File: src/sv/pdwt_pkg.sv
`timescale 1ns / 1ps
`default_nettype none
// ----------------------------------------------------------------------------
// pdwt_pkg: shared types and constants of the polar PD waypoint tracker
// Field widths, CORDIC constants, command struct and the arctangent table.
// ----------------------------------------------------------------------------
package pdwt_pkg;

  // default CORDIC length (8..32)
  localparam int unsigned CORDIC_STEPS_DEF = 16;

  // item field widths
  localparam int unsigned COORD_W  = 32;
  localparam int unsigned THRUST_W = 48;
  localparam int unsigned ANGLE_W  = 32;
  localparam int unsigned GAIN_W   = 16;

  // configuration port
  localparam int unsigned CFG_IDX_W  = 4;
  localparam int unsigned CFG_DATA_W = GAIN_W;
  localparam logic [CFG_IDX_W-1:0] REG_THRUST_PROP = 4'd0;
  localparam logic [CFG_IDX_W-1:0] REG_THRUST_DERIV = 4'd1;
  localparam logic [CFG_IDX_W-1:0] REG_ANGLE_PROP = 4'd2;
  localparam logic [CFG_IDX_W-1:0] REG_ANGLE_DERIV = 4'd3;

  localparam logic [GAIN_W-1:0] THRUST_PROP_RST = 16'd256;
  localparam logic [GAIN_W-1:0] THRUST_DERIV_RST = 16'd26;
  localparam logic [GAIN_W-1:0] ANGLE_PROP_RST = 16'd256;
  localparam logic [GAIN_W-1:0] ANGLE_DERIV_RST = 16'd26;

  // internal widths
  localparam int unsigned DIST_W     = 32;  // unsigned Q16.16
  localparam int unsigned HEAD_W     = 16;  // signed Q3.13
  localparam int unsigned XY_W       = 52;  // CORDIC x/y, 16 guard bits
  localparam int unsigned Z_W        = 35;  // CORDIC angle, Q.30
  localparam int unsigned ATAN_W     = 31;
  localparam int unsigned STEP_IDX_W = 5;   // atan table index
  localparam int unsigned MUL_W      = 33;  // signed multiplier operands
  localparam int unsigned PROD_W     = 2 * MUL_W;
  localparam int unsigned MAG_W      = 54;
  localparam int unsigned TACC_W     = 52;
  localparam int unsigned AACC_W     = 35;

  localparam logic signed [Z_W-1:0] PI_Q30 = 35'sd3373259426;
  localparam logic signed [18:0] PI_Q13 = 19'sd25736;
  localparam logic [31:0] INV_GAIN_Q32 = 32'h9B74EDA8;

  // multiplier operations, in issue order
  typedef enum logic [2:0] {
    MUL_NONE,
    MUL_LO,   // low word of x times 1/K
    MUL_HI,   // high word of x times 1/K
    MUL_TP,   // thrust proportional
    MUL_TD,   // thrust derivative
    MUL_AP,   // angle proportional
    MUL_AD    // angle derivative
  } mul_op_t;

  // controller to datapath
  typedef struct packed {
    logic                  load;      // capture item, form errors
    logic                  prep;      // initial CORDIC rotation
    logic                  iter;      // one CORDIC micro-rotation
    logic [STEP_IDX_W-1:0] step;
    mul_op_t               mul_op;
    logic                  polar;     // finish magnitude and heading
    logic                  out_load;  // load result register, update state
  } pdwt_cmd_t;

  // handshake status seen by the controller
  typedef struct packed {
    logic in_valid;
    logic in_present;
    logic out_ready;
  } pdwt_hs_t;

  // atan(2^-i) in Q.30
  function automatic logic [ATAN_W-1:0] atan_q30(input logic [STEP_IDX_W-1:0] idx);
    logic [ATAN_W-1:0] v;
    case (idx)
      5'd0:  v = 31'd843314857;
      5'd1:  v = 31'd497837829;
      5'd2:  v = 31'd263043836;
      5'd3:  v = 31'd133525158;
      5'd4:  v = 31'd67021686;
      5'd5:  v = 31'd33543515;
      5'd6:  v = 31'd16775850;
      5'd7:  v = 31'd8388437;
      5'd8:  v = 31'd4194282;
      5'd9:  v = 31'd2097149;
      5'd10: v = 31'd1048575;
      5'd11: v = 31'd524287;
      5'd12: v = 31'd262143;
      5'd13: v = 31'd131071;
      5'd14: v = 31'd65535;
      5'd15: v = 31'd32767;
      5'd16: v = 31'd16383;
      5'd17: v = 31'd8191;
      5'd18: v = 31'd4095;
      5'd19: v = 31'd2047;
      5'd20: v = 31'd1023;
      5'd21: v = 31'd511;
      5'd22: v = 31'd255;
      5'd23: v = 31'd127;
      5'd24: v = 31'd63;
      5'd25: v = 31'd31;
      5'd26: v = 31'd15;
      5'd27: v = 31'd8;
      5'd28: v = 31'd4;
      5'd29: v = 31'd2;
      5'd30: v = 31'd1;
      default: v = 31'd0;
    endcase
    return v;
  endfunction

endpackage
`default_nettype wire

File: src/sv/pdwt_if.sv
`timescale 1ns / 1ps
`default_nettype none
// ----------------------------------------------------------------------------
// pdwt_if: item channels of the waypoint tracker
// Valid/ready channels for the waypoint item and for the drive result.
// ----------------------------------------------------------------------------
interface pdwt_in_if;
  logic                                  valid;
  logic                                  ready;
  logic signed [pdwt_pkg::COORD_W-1:0]   target_x;
  logic signed [pdwt_pkg::COORD_W-1:0]   target_y;
  logic signed [pdwt_pkg::COORD_W-1:0]   current_x;
  logic signed [pdwt_pkg::COORD_W-1:0]   current_y;
  logic                                  target_present;

  modport source (output valid, target_x, target_y, current_x, current_y,
                  target_present, input ready);
  modport sink (input valid, target_x, target_y, current_x, current_y,
                target_present, output ready);
endinterface

interface pdwt_out_if;
  logic                                  valid;
  logic                                  ready;
  logic signed [pdwt_pkg::THRUST_W-1:0]  thrust_drive;
  logic signed [pdwt_pkg::ANGLE_W-1:0]   angle_drive;
  logic                                  path_error;

  modport source (output valid, thrust_drive, angle_drive, path_error, input ready);
  modport sink (input valid, thrust_drive, angle_drive, path_error, output ready);
endinterface
`default_nettype wire

File: src/sv/pdwt_ctrl.sv
`timescale 1ns / 1ps
`default_nettype none
// ----------------------------------------------------------------------------
// pdwt_ctrl: sequencer of the waypoint tracker
// Steps one item through error capture, CORDIC, the multiply schedule and
// the result register; owns the channel handshakes.
// ----------------------------------------------------------------------------
module pdwt_ctrl #(
  parameter int unsigned CORDIC_STEPS = pdwt_pkg::CORDIC_STEPS_DEF
) (
  input  logic                 clk,
  input  logic                 rst_n,
  input  pdwt_pkg::pdwt_hs_t   hs,
  output logic                 in_ready,
  output logic                 out_valid,
  output pdwt_pkg::pdwt_cmd_t  cmd
);

  localparam int unsigned CNT_W = $clog2(CORDIC_STEPS);
  localparam logic [CNT_W-1:0] CNT_LAST = CNT_W'(CORDIC_STEPS - 1);

  typedef enum logic [3:0] {
    S_IDLE, S_PREP, S_ITER, S_MUL_LO, S_MUL_HI, S_MAG, S_DIST,
    S_TP, S_TD, S_AP, S_AD, S_SUM, S_OUT
  } state_t;

  state_t           state_r, state_nxt;
  logic [CNT_W-1:0] cnt_r, cnt_nxt;
  logic             out_valid_r, out_valid_nxt;
  logic             out_free;

  assign out_free  = !out_valid_r || hs.out_ready;
  assign in_ready  = (state_r == S_IDLE);
  assign out_valid = out_valid_r;

  // next state and command decode
  always_comb begin
    state_nxt     = state_r;
    cnt_nxt       = cnt_r;
    out_valid_nxt = out_valid_r && !hs.out_ready;
    cmd           = '0;
    cmd.mul_op    = pdwt_pkg::MUL_NONE;
    cmd.step      = pdwt_pkg::STEP_IDX_W'(cnt_r);
    case (state_r)
      S_IDLE: begin
        if (hs.in_valid) begin
          cmd.load  = 1'b1;
          state_nxt = hs.in_present ? S_PREP : S_OUT;
        end
      end
      S_PREP: begin
        cmd.prep  = 1'b1;
        cnt_nxt   = '0;
        state_nxt = S_ITER;
      end
      S_ITER: begin
        cmd.iter = 1'b1;
        cnt_nxt  = cnt_r + 1'b1;
        if (cnt_r == CNT_LAST) begin
          state_nxt = S_MUL_LO;
        end
      end
      S_MUL_LO: begin
        cmd.mul_op = pdwt_pkg::MUL_LO;
        state_nxt  = S_MUL_HI;
      end
      S_MUL_HI: begin
        cmd.mul_op = pdwt_pkg::MUL_HI;
        state_nxt  = S_MAG;
      end
      S_MAG:  state_nxt = S_DIST;
      S_DIST: begin
        cmd.polar = 1'b1;
        state_nxt = S_TP;
      end
      S_TP: begin
        cmd.mul_op = pdwt_pkg::MUL_TP;
        state_nxt  = S_TD;
      end
      S_TD: begin
        cmd.mul_op = pdwt_pkg::MUL_TD;
        state_nxt  = S_AP;
      end
      S_AP: begin
        cmd.mul_op = pdwt_pkg::MUL_AP;
        state_nxt  = S_AD;
      end
      S_AD: begin
        cmd.mul_op = pdwt_pkg::MUL_AD;
        state_nxt  = S_SUM;
      end
      S_SUM:  state_nxt = S_OUT;
      S_OUT: begin
        // wait until the result register is free
        if (out_free) begin
          cmd.out_load  = 1'b1;
          out_valid_nxt = 1'b1;
          state_nxt     = S_IDLE;
        end
      end
      default: state_nxt = S_IDLE;
    endcase
  end

  // state and registered outputs
  always_ff @(posedge clk) begin
    if (!rst_n) begin
      state_r     <= S_IDLE;
      cnt_r       <= '0;
      out_valid_r <= 1'b0;
    end else begin
      state_r     <= state_nxt;
      cnt_r       <= cnt_nxt;
      out_valid_r <= out_valid_nxt;
    end
  end

  // a missing target skips all arithmetic
  a_skip_missing: assert property (@(posedge clk) disable iff (!rst_n)
    (state_r == S_IDLE && hs.in_valid && !hs.in_present) |=> (state_r == S_OUT))
    else $error("missing-target item did not go straight to output");

  // a result is never loaded over one still waiting
  a_load_free: assert property (@(posedge clk) disable iff (!rst_n)
    cmd.out_load |-> (!out_valid_r || hs.out_ready))
    else $error("result register overwritten");

  // step index stays inside the CORDIC length
  a_cnt_range: assert property (@(posedge clk) disable iff (!rst_n)
    (state_r == S_ITER) |-> (cnt_r <= CNT_LAST))
    else $error("CORDIC step index out of range");

  // a new result appears only out of the output state
  a_valid_src: assert property (@(posedge clk) disable iff (!rst_n)
    $rose(out_valid_r) |-> ($past(state_r) == S_OUT))
    else $error("result valid raised outside output state");

endmodule
`default_nettype wire

File: src/sv/pdwt_datapath.sv
`timescale 1ns / 1ps
`default_nettype none
// ----------------------------------------------------------------------------
// pdwt_datapath: arithmetic of the waypoint tracker
// Error saturation, CORDIC vectoring, one shared 33x33 multiplier with
// accumulators, gain registers, PD state and the result register.
// ----------------------------------------------------------------------------
module pdwt_datapath (
  input  logic                                 clk,
  input  logic                                 rst_n,
  input  pdwt_pkg::pdwt_cmd_t                  cmd,
  input  logic signed [pdwt_pkg::COORD_W-1:0]  in_target_x,
  input  logic signed [pdwt_pkg::COORD_W-1:0]  in_target_y,
  input  logic signed [pdwt_pkg::COORD_W-1:0]  in_current_x,
  input  logic signed [pdwt_pkg::COORD_W-1:0]  in_current_y,
  input  logic                                 in_target_present,
  input  logic                                 cfg_we,
  input  logic [pdwt_pkg::CFG_IDX_W-1:0]       cfg_index,
  input  logic [pdwt_pkg::CFG_DATA_W-1:0]      cfg_wdata,
  output logic signed [pdwt_pkg::THRUST_W-1:0] out_thrust_drive,
  output logic signed [pdwt_pkg::ANGLE_W-1:0]  out_angle_drive,
  output logic                                 out_path_error
);

  localparam int unsigned CW = pdwt_pkg::COORD_W;
  localparam int unsigned XW = pdwt_pkg::XY_W;
  localparam int unsigned ZW = pdwt_pkg::Z_W;
  localparam int unsigned MW = pdwt_pkg::MUL_W;
  localparam int unsigned HW = pdwt_pkg::HEAD_W;

  // gain registers
  logic [pdwt_pkg::GAIN_W-1:0] thrust_prop_gain_r, thrust_deriv_gain_r;
  logic [pdwt_pkg::GAIN_W-1:0] angle_prop_gain_r, angle_deriv_gain_r;

  // PD state
  logic [pdwt_pkg::DIST_W-1:0] last_distance_r;
  logic signed [HW-1:0]        last_heading_r;

  // per-item working registers
  logic signed [CW-1:0]          ex_r, ey_r;
  logic                          err_r;
  logic                          zero_r;
  logic signed [XW-1:0]          x_r, y_r;
  logic signed [ZW-1:0]          z_r;
  logic signed [pdwt_pkg::PROD_W-1:0] prod_r;
  pdwt_pkg::mul_op_t             prod_op_r;
  logic [pdwt_pkg::MAG_W-1:0]    mag_acc_r;
  logic signed [pdwt_pkg::TACC_W-1:0] tacc_r;
  logic signed [pdwt_pkg::AACC_W-1:0] aacc_r;
  logic [pdwt_pkg::DIST_W-1:0]   dist_r;
  logic signed [HW-1:0]          head_r;

  // result register
  logic signed [pdwt_pkg::THRUST_W-1:0] thrust_r;
  logic signed [pdwt_pkg::ANGLE_W-1:0]  angle_r;
  logic                                 path_error_r;

  assign out_thrust_drive = thrust_r;
  assign out_angle_drive  = angle_r;
  assign out_path_error   = path_error_r;

  // gain register writes; unknown indexes are ignored
  always_ff @(posedge clk) begin
    if (!rst_n) begin
      thrust_prop_gain_r  <= pdwt_pkg::THRUST_PROP_RST;
      thrust_deriv_gain_r <= pdwt_pkg::THRUST_DERIV_RST;
      angle_prop_gain_r   <= pdwt_pkg::ANGLE_PROP_RST;
      angle_deriv_gain_r  <= pdwt_pkg::ANGLE_DERIV_RST;
    end else if (cfg_we) begin
      case (cfg_index)
        pdwt_pkg::REG_THRUST_PROP:  thrust_prop_gain_r  <= cfg_wdata;
        pdwt_pkg::REG_THRUST_DERIV: thrust_deriv_gain_r <= cfg_wdata;
        pdwt_pkg::REG_ANGLE_PROP:   angle_prop_gain_r   <= cfg_wdata;
        pdwt_pkg::REG_ANGLE_DERIV:  angle_deriv_gain_r  <= cfg_wdata;
        default: ;
      endcase
    end
  end

  // saturated position errors
  logic signed [CW:0]   dx_full, dy_full;
  logic signed [CW-1:0] ex_sat, ey_sat;

  always_comb begin
    dx_full = {in_target_x[CW-1], in_target_x} - {in_current_x[CW-1], in_current_x};
    dy_full = {in_target_y[CW-1], in_target_y} - {in_current_y[CW-1], in_current_y};
    if (dx_full[CW] != dx_full[CW-1]) begin
      ex_sat = dx_full[CW] ? {1'b1, {(CW-1){1'b0}}} : {1'b0, {(CW-1){1'b1}}};
    end else begin
      ex_sat = dx_full[CW-1:0];
    end
    if (dy_full[CW] != dy_full[CW-1]) begin
      ey_sat = dy_full[CW] ? {1'b1, {(CW-1){1'b0}}} : {1'b0, {(CW-1){1'b1}}};
    end else begin
      ey_sat = dy_full[CW-1:0];
    end
  end

  // initial rotation into the right half plane
  logic signed [XW-1:0] x_init, y_init;
  always_comb begin
    x_init = {{(XW-CW-16){ex_r[CW-1]}}, ex_r, 16'd0};
    y_init = {{(XW-CW-16){ey_r[CW-1]}}, ey_r, 16'd0};
  end

  // one CORDIC micro-rotation; y >= 0 counts as positive
  logic signed [XW-1:0] xs, ys;
  logic signed [ZW-1:0] atan_v;
  always_comb begin
    xs     = x_r >>> cmd.step;
    ys     = y_r >>> cmd.step;
    atan_v = {{(ZW-pdwt_pkg::ATAN_W){1'b0}}, pdwt_pkg::atan_q30(cmd.step)};
  end

  // multiplier operand select
  logic signed [MW-1:0] mul_a, mul_b;
  always_comb begin
    mul_a = '0;
    mul_b = '0;
    case (cmd.mul_op)
      pdwt_pkg::MUL_LO: begin
        mul_a = {1'b0, x_r[31:0]};
        mul_b = {1'b0, pdwt_pkg::INV_GAIN_Q32};
      end
      pdwt_pkg::MUL_HI: begin
        mul_a = {{(MW-XW+32){1'b0}}, x_r[XW-1:32]};
        mul_b = {1'b0, pdwt_pkg::INV_GAIN_Q32};
      end
      pdwt_pkg::MUL_TP: begin
        mul_a = {{(MW-pdwt_pkg::GAIN_W){1'b0}}, thrust_prop_gain_r};
        mul_b = {1'b0, dist_r};
      end
      pdwt_pkg::MUL_TD: begin
        mul_a = {{(MW-pdwt_pkg::GAIN_W){1'b0}}, thrust_deriv_gain_r};
        mul_b = {1'b0, dist_r} - {1'b0, last_distance_r};
      end
      pdwt_pkg::MUL_AP: begin
        mul_a = {{(MW-pdwt_pkg::GAIN_W){1'b0}}, angle_prop_gain_r};
        mul_b = {{(MW-HW){head_r[HW-1]}}, head_r};
      end
      pdwt_pkg::MUL_AD: begin
        mul_a = {{(MW-pdwt_pkg::GAIN_W){1'b0}}, angle_deriv_gain_r};
        mul_b = {{(MW-HW){head_r[HW-1]}}, head_r}
              - {{(MW-HW){last_heading_r[HW-1]}}, last_heading_r};
      end
      default: ;
    endcase
  end

  // final magnitude and heading
  logic [pdwt_pkg::DIST_W-1:0] dist_calc;
  logic signed [ZW:0]          z_round;
  logic signed [18:0]          head_q;
  logic signed [HW-1:0]        head_calc;
  always_comb begin
    if (|mag_acc_r[pdwt_pkg::MAG_W-1:48]) begin
      dist_calc = '1;
    end else begin
      dist_calc = mag_acc_r[47:16];
    end
    z_round = {z_r[ZW-1], z_r} + (ZW+1)'(65536);
    head_q  = z_round[ZW:17];
    if (head_q > pdwt_pkg::PI_Q13) begin
      head_calc = HW'(pdwt_pkg::PI_Q13);
    end else if (head_q < -pdwt_pkg::PI_Q13) begin
      head_calc = HW'(-pdwt_pkg::PI_Q13);
    end else begin
      head_calc = head_q[HW-1:0];
    end
  end

  // output forms: floor shift of thrust, saturation of angle
  logic signed [pdwt_pkg::THRUST_W-1:0] thrust_calc;
  logic signed [pdwt_pkg::ANGLE_W-1:0]  angle_calc;
  always_comb begin
    // thrust magnitude stays below 2^42 after the shift
    thrust_calc = {{(pdwt_pkg::THRUST_W-pdwt_pkg::TACC_W+8){tacc_r[pdwt_pkg::TACC_W-1]}},
                   tacc_r[pdwt_pkg::TACC_W-1:8]};
    if (aacc_r[pdwt_pkg::AACC_W-1:31] == '0 || aacc_r[pdwt_pkg::AACC_W-1:31] == '1) begin
      angle_calc = aacc_r[31:0];
    end else if (aacc_r[pdwt_pkg::AACC_W-1]) begin
      angle_calc = {1'b1, 31'd0};
    end else begin
      angle_calc = {1'b0, {31{1'b1}}};
    end
  end

  // multiplier pipeline tag
  always_ff @(posedge clk) begin
    if (!rst_n) begin
      prod_op_r <= pdwt_pkg::MUL_NONE;
    end else begin
      prod_op_r <= cmd.mul_op;
    end
  end

  // working registers
  always_ff @(posedge clk) begin
    if (cmd.load) begin
      ex_r  <= ex_sat;
      ey_r  <= ey_sat;
      err_r <= !in_target_present;
    end

    if (cmd.prep) begin
      zero_r <= (ex_r == '0) && (ey_r == '0);
      if (ex_r[CW-1]) begin
        x_r <= -x_init;
        y_r <= -y_init;
        z_r <= ey_r[CW-1] ? -pdwt_pkg::PI_Q30 : pdwt_pkg::PI_Q30;
      end else begin
        x_r <= x_init;
        y_r <= y_init;
        z_r <= '0;
      end
    end else if (cmd.iter) begin
      if (!y_r[XW-1]) begin
        x_r <= x_r + ys;
        y_r <= y_r - xs;
        z_r <= z_r + atan_v;
      end else begin
        x_r <= x_r - ys;
        y_r <= y_r + xs;
        z_r <= z_r - atan_v;
      end
    end

    prod_r <= mul_a * mul_b;

    // accumulate the product issued in the cycle before
    case (prod_op_r)
      pdwt_pkg::MUL_LO: mag_acc_r <= {{(pdwt_pkg::MAG_W-32){1'b0}}, prod_r[63:32]};
      pdwt_pkg::MUL_HI: mag_acc_r <= mag_acc_r + prod_r[pdwt_pkg::MAG_W-1:0];
      pdwt_pkg::MUL_TP: tacc_r    <= prod_r[pdwt_pkg::TACC_W-1:0];
      pdwt_pkg::MUL_TD: tacc_r    <= tacc_r + prod_r[pdwt_pkg::TACC_W-1:0];
      pdwt_pkg::MUL_AP: aacc_r    <= prod_r[pdwt_pkg::AACC_W-1:0];
      pdwt_pkg::MUL_AD: aacc_r    <= aacc_r + prod_r[pdwt_pkg::AACC_W-1:0];
      default: ;
    endcase

    // zero error gives zero distance and heading
    if (cmd.polar) begin
      dist_r <= zero_r ? '0 : dist_calc;
      head_r <= zero_r ? '0 : head_calc;
    end

    if (cmd.out_load) begin
      thrust_r     <= err_r ? '0 : thrust_calc;
      angle_r      <= err_r ? '0 : angle_calc;
      path_error_r <= err_r;
    end
  end

  // PD state follows each item that had a target
  always_ff @(posedge clk) begin
    if (!rst_n) begin
      last_distance_r <= '0;
      last_heading_r  <= '0;
    end else if (cmd.out_load && !err_r) begin
      last_distance_r <= dist_r;
      last_heading_r  <= head_r;
    end
  end

endmodule
`default_nettype wire

File: src/sv/polar_pd_waypoint_tracker_core.sv
// Sequence: from accept an item passes the initial rotation, the N CORDIC
//   micro-rotations (N = CORDIC_STEPS) and the six products through the
//   single shared multiplier; an item without a target skips them all.
// A new item is taken only once the last result is loaded for output.
// Reset (synchronous, rst_n low): gains return to their defaults, the stored
//   distance and heading clear to zero, no result is pending.
`timescale 1ns / 1ps
`default_nettype none
// ----------------------------------------------------------------------------
// polar_pd_waypoint_tracker_core: polar PD waypoint tracker
// Turns position error into distance and heading by CORDIC vectoring and
// applies PD laws for thrust and steering.
// ----------------------------------------------------------------------------
module polar_pd_waypoint_tracker_core #(
  parameter int unsigned CORDIC_STEPS = pdwt_pkg::CORDIC_STEPS_DEF
) (
  input  logic                                clk,
  input  logic                                rst_n,
  pdwt_in_if.sink                             in_ch,
  pdwt_out_if.source                          out_ch,
  input  logic                                cfg_we,
  input  logic [pdwt_pkg::CFG_IDX_W-1:0]      cfg_index,
  input  logic [pdwt_pkg::CFG_DATA_W-1:0]     cfg_wdata
);

  pdwt_pkg::pdwt_cmd_t cmd;
  pdwt_pkg::pdwt_hs_t  hs;
  logic                in_ready;
  logic                out_valid;

  // handshake status to the sequencer
  assign hs.in_valid   = in_ch.valid;
  assign hs.in_present = in_ch.target_present;
  assign hs.out_ready  = out_ch.ready;

  assign in_ch.ready  = in_ready;
  assign out_ch.valid = out_valid;

  pdwt_ctrl #(
    .CORDIC_STEPS (CORDIC_STEPS)
  ) u_ctrl (
    .clk       (clk),
    .rst_n     (rst_n),
    .hs        (hs),
    .in_ready  (in_ready),
    .out_valid (out_valid),
    .cmd       (cmd)
  );

  pdwt_datapath u_datapath (
    .clk               (clk),
    .rst_n             (rst_n),
    .cmd               (cmd),
    .in_target_x       (in_ch.target_x),
    .in_target_y       (in_ch.target_y),
    .in_current_x      (in_ch.current_x),
    .in_current_y      (in_ch.current_y),
    .in_target_present (in_ch.target_present),
    .cfg_we            (cfg_we),
    .cfg_index         (cfg_index),
    .cfg_wdata         (cfg_wdata),
    .out_thrust_drive  (out_ch.thrust_drive),
    .out_angle_drive   (out_ch.angle_drive),
    .out_path_error    (out_ch.path_error)
  );

endmodule
`default_nettype wire
File: src/flat_wrapper.sv
// flat-port wrapper written by rule: the top's interface ports become plain ports
module polar_pd_waypoint_tracker_core_flat 
#(
  parameter int unsigned CORDIC_STEPS = pdwt_pkg::CORDIC_STEPS_DEF
)
  (clk, rst_n, cfg_we, cfg_index, cfg_wdata, in_ch_valid, in_ch_target_x, in_ch_target_y, in_ch_current_x, in_ch_current_y, in_ch_target_present, in_ch_ready, out_ch_valid, out_ch_thrust_drive, out_ch_angle_drive, out_ch_path_error, out_ch_ready);
  pdwt_in_if in_ch_i ();
  pdwt_out_if out_ch_i ();
  input  logic clk;
  input  logic rst_n;
  input  logic cfg_we;
  input  logic [pdwt_pkg::CFG_IDX_W-1:0] cfg_index;
  input  logic [pdwt_pkg::CFG_DATA_W-1:0] cfg_wdata;
  input wire logic [$bits(in_ch_i.valid)-1:0] in_ch_valid;
  input wire logic [$bits(in_ch_i.target_x)-1:0] in_ch_target_x;
  input wire logic [$bits(in_ch_i.target_y)-1:0] in_ch_target_y;
  input wire logic [$bits(in_ch_i.current_x)-1:0] in_ch_current_x;
  input wire logic [$bits(in_ch_i.current_y)-1:0] in_ch_current_y;
  input wire logic [$bits(in_ch_i.target_present)-1:0] in_ch_target_present;
  output wire logic [$bits(in_ch_i.ready)-1:0] in_ch_ready;
  output wire logic [$bits(out_ch_i.valid)-1:0] out_ch_valid;
  output wire logic [$bits(out_ch_i.thrust_drive)-1:0] out_ch_thrust_drive;
  output wire logic [$bits(out_ch_i.angle_drive)-1:0] out_ch_angle_drive;
  output wire logic [$bits(out_ch_i.path_error)-1:0] out_ch_path_error;
  input wire logic [$bits(out_ch_i.ready)-1:0] out_ch_ready;
  assign in_ch_i.valid = in_ch_valid;
  assign in_ch_i.target_x = in_ch_target_x;
  assign in_ch_i.target_y = in_ch_target_y;
  assign in_ch_i.current_x = in_ch_current_x;
  assign in_ch_i.current_y = in_ch_current_y;
  assign in_ch_i.target_present = in_ch_target_present;
  assign in_ch_ready = in_ch_i.ready;
  assign out_ch_valid = out_ch_i.valid;
  assign out_ch_thrust_drive = out_ch_i.thrust_drive;
  assign out_ch_angle_drive = out_ch_i.angle_drive;
  assign out_ch_path_error = out_ch_i.path_error;
  assign out_ch_i.ready = out_ch_ready;
  polar_pd_waypoint_tracker_core #(.CORDIC_STEPS(CORDIC_STEPS)) u_core (.clk(clk), .rst_n(rst_n), .in_ch(in_ch_i), .out_ch(out_ch_i), .cfg_we(cfg_we), .cfg_index(cfg_index), .cfg_wdata(cfg_wdata));
endmodule
File: config.mk
export PLATFORM = sky130hd
export DESIGN_NAME = polar_pd_waypoint_tracker_core_flat
export DESIGN_NICKNAME = d
export VERILOG_FILES = /design/src/sv/pdwt_pkg.sv /design/src/sv/pdwt_if.sv /design/src/sv/pdwt_ctrl.sv /design/src/sv/pdwt_datapath.sv /design/src/sv/polar_pd_waypoint_tracker_core.sv /design/src/flat_wrapper.sv
export SDC_FILE = /design/constraint.sdc
export NUM_CORES = 2
export LEC_CHECK = 0
export ABC_AREA = 1
export ABC_CLOCK_PERIOD_IN_PS = 8200
export BUFFER_PORTS_ARGS = -buffer_cell sky130_fd_sc_hd__buf_4
export CORE_ASPECT_RATIO = 1.2
export CORE_MARGIN = 3
export CORE_UTILIZATION = 59
export DETAILED_ROUTE_END_ITERATION = 6
export PLACE_DENSITY = 0.78
export SLEW_MARGIN = 20
export SYNTH_ARGS = -nofsm -noshare
export SYNTH_HDL_FRONTEND = slang
export SYNTH_HIERARCHICAL = 1
export SYNTH_SLANG_ARGS = --single-unit
File: constraint.sdc
create_clock -name clk -period 8.2 [get_ports clk]
set_input_delay 2.46 -clock clk [delete_from_list [all_inputs] [get_ports clk]]
set_output_delay 2.46 -clock clk [all_outputs]
set_load 0.05 [all_outputs]
==> results.cfg <==
[min_path]
min_to = u_core/u_datapath/angle_prop_gain_r[1]$_SDFFE_PN0P_
hp-start = u_core/u_datapath/angle_prop_gain_r[1]$_SDFFE_PN0P_
min_path_type = reg2reg
hold_path_depth = 2

[timing]
min_period_ns = 9.032
drv_slew = 2
hold_violations = 0
skew_ns = 0.1120
fin_ws_ns = -0.8325
maxSlewHeadroom_pct = -26.99
max_freq_ghz = 0.1107
whs_ns = 0.4550
rsz0062_at_grt = true
post-route-period-util_pct = 110.2
worst_pin_slew_ns = 1.905
setup_viol = 43

[global_routing]
antenna_found_initial = 25
grt_pass1_vias = 96340
grt_max_degree = 123
grt_usage_pct = 45.59
grt_pass1_wl_um = 558200
grt_overflow = 0

[placement]
dp_cells = 15620
gp_congestion = 1.099
dpl_cell_area_um2 = 102700
hpwl_um = 300300
port_buffers = 236

[run]
max_cap_violations = 1

[floorplan]
die_w_um = 366.7
num_io_pins = 237
rows = 158
start_util_pct = 59.51
die_h_um = 438.9
die_area_um2 = 160900
coreArea_um2 = 154800

[setup_path]
r2r_slack_ns = -0.83
startpoint_type = register
crit_type = reg2reg
cp_slowest_cell = fa_1
r2r_end = u_core/u_datapath/prod_r[60]$_DFF_P_
crit_path_frequent_cell = fa_1
reg2reg_depth = 44
cpLargestDelayFamily = adder cells
r2r-start = u_core/u_datapath/head_r[0]$_SDFFCE_PP0P_
critPathRequiredTime_ns = 8.88
cpPeakStageDelay_ns = 0.73
cp_num_buf_inv = 14
worstPathArrival_ns = 9.71
end_kind = register
cp_max_fo = 5

[yosys]
synth_edf_count = 471
yosysUniqueCellTypes = 74
ys_warn_count = 6
ys_seq_elements = 659
synth_top_area_share_pct = 20.38
synth.area.top_cells = fa_1, edfxtp_1, nand2_1
syn_area_per_cell_um2 = 7.319
synth-async-reset-ratio_pct = 0
synth_top_area_cell = fa_1
syn_area_um2 = 92120
syn_inst = 12590
ys.flop_type = edfxtp_1
yosysSeqAreaShare_pct = 19.44

[clock_tree]
clockBufferDepth = 3
clkSinkCount = 659
cts_made_buffers = 78
clock-root-buffer = clkbuf_16
hold_buffers = 0
clk_latency_ns = 0.80
h-tree-depth = 3
cts_tree = yes
cts.clk_slew.worst_paths_ns = 0.06

[detailed_routing]
drt_pass1_iterations = 7
drc = 26
via_per_inst = 6.089
drtAntennaViolNets = 0
postRouteWirelength_um = 389900
drtIter0Drc = 11660
num_vias = 96810
wl_per_cell_um = 24.52

[cells_and_area]
final_cells = 15900
area_growth_pct = 18.29
nets = 15510
multiInputGateArea_um2 = 66840
seq_area_um2 = 17930
fin_area_um2 = 109000
fillers = 11950
drive_above_1_share_pct = 14.58

[run_status]
violations = design-rule violations, max-capacitance violations, max-slew violations, negative setup slack
status = finished, violations left
-- worst register-to-register path: cells and delay by family, from the launching register on --
family	cells	cell delay (ns)
buffers and inverters	14	1.63
and+or+nand+nor	16	1.66
DFF	1	0.35
xor gates and xnor gates	1	0.14
AOI/OAI and AO/OA	2	0.24
adders and majority gates	11	4.98
-- per-stage QoR --
step | TNS (ns) | utilization (%) | setup WS (ns)
5_1_grt | -38.47 | 70.36 | -1.091
3_3_place_gp | -28.12 | 66.37 | -0.9612
6_report | -26.09 | 70.40 | -0.8325
4_1_cts | -9.107 | 69.31 | -0.4132
3_5_place_dp | -33.45 | 66.37 | -1.129
2_1_floorplan | -0.004851 | - | -0.004851
-- metal layers --
metal / share of wire, % / routed length, µm / global-route usage (%) / vias to the layer above
met5: 0.0056 / 22 / 0.06010 / -
met4: 13 / 52440 / 47.16 / 4
met3: 11 / 40970 / 10.16 / 2490
met2: 45 / 174900 / 74.59 / 6548
met1: 31 / 121600 / 47.22 / 45250
li1: - / - / - / 42520
-- cell type report --
type / count / area share [%]
clock buffers: 105 / 2.053
multi-input cells: 9420 / 61.33
inverters: 2343 / 8.110
repair inverters: 2 / 0.01033
clock inverters: 41 / 0.4524
flip-flops and latches: 659 / 16.45
repair buffers: 1223 / 9.137
diodes: 27 / 0.06200
well taps: 2080 / 2.388
-- sequential cells by signal, summed over array words and instances, names as in the netlist, 35 cells and up --
name                                count
u_core/u_datapath/aacc_r               35
u_core/u_datapath/mag_acc_r            54
u_core/u_datapath/out_thrust_drive     44
u_core/u_datapath/prod_r               64
u_core/u_datapath/tacc_r               52
u_core/u_datapath/x_r                  52
u_core/u_datapath/y_r                  52
u_core/u_datapath/z_r                  35
-- worst max-delay path by stage --
stage | start | to | depth (start not counted)
final | u_core/u_datapath/head_r[0]$_SDFFCE_PP0P_ | u_core/u_datapath/prod_r[60]$_DFF_P_ | 44
after global routing | u_core/u_datapath/head_r[0]$_SDFFCE_PP0P_ | u_core/u_datapath/prod_r[60]$_DFF_P_ | 44
after CTS | u_core/u_datapath/head_r[0]$_SDFFCE_PP0P_ | u_core/u_datapath/prod_r[59]$_DFF_P_ | 45
after detailed placement | u_core/u_ctrl/state_r[1]$_SDFFE_PN0P_ | u_core/u_datapath/prod_r[39]$_DFF_P_ | 37
after global placement | u_core/u_ctrl/state_r[1]$_SDFFE_PN0P_ | u_core/u_datapath/prod_r[39]$_DFF_P_ | 37
after floorplan | u_core/u_datapath/head_r[0]$_SDFFCE_PP0P_ | u_core/u_datapath/prod_r[46]$_DFF_P_ | 46
-- cell usage in the layout, fill, tap and decap left out, types with 89 or more instances in the layout --
cell      count
a21oi_1     859
o21ai_0     723
xnor2_1     135
ha_1        643
inv_2        89
nand3_1     822
buf_4      1122
nor2_1      975
inv_1      2236
fa_1        888
xor2_1      216
dfxtp_1     179
edfxtp_1    471
conb_1      225
nand2_1    2643
-- kinds of logic (layout without fill, tap and decap cells) --
group / Yosys count / in the layout / synth area share [%]
AO/OA/AOI/OAI: 2243 / 2243 / 13.42
XOR/XNOR: 354 / 354 / 3.366
adder cells (fa/ha/maj): 1625 / 1625 / 29.72
buffers and inverters: 2730 / 3714 / 11.50
flip-flops: 659 / 659 / 19.44
multiplexers: 1 / 1 / 0.01087
other: 3 / 252 / 0.01222
AND/OR/NAND/NOR: 4972 / 4972 / 22.53
-- synth_stat cells (25+ instances only) --
library cell  count
nor4_1           39
o21bai_1         39
a221oi_1         26
o21a_1           64
edfxtp_1        471
nor3_1          103
buf_2            95
nor2_1         1031
dfxtp_1         188
a21oi_1         924
o22ai_1          73
o21ai_0         775
buf_1            33
nand4_1          71
a31oi_1          94
clkbuf_1        217
ha_1            687
xnor2_1         137
or2_2            65
a21o_1           56
xor2_1          217
buf_4            25
nand3_1         846
inv_1          2304
inv_2            28
o211ai_1         29
o21ai_1          51
nand2_1        2701
fa_1            938
-- repair_timing --
action                     CTS  global route
hold endpoints to repair     0             0
gates resized for setup    353           296
setup endpoints to repair   48            47
gates cloned                 5             1
pin swaps                  113           128
setup buffers               54            47
Power is not shown: default switching activity piles up to over one toggle a cycle in this logic, so the estimate is an artifact.
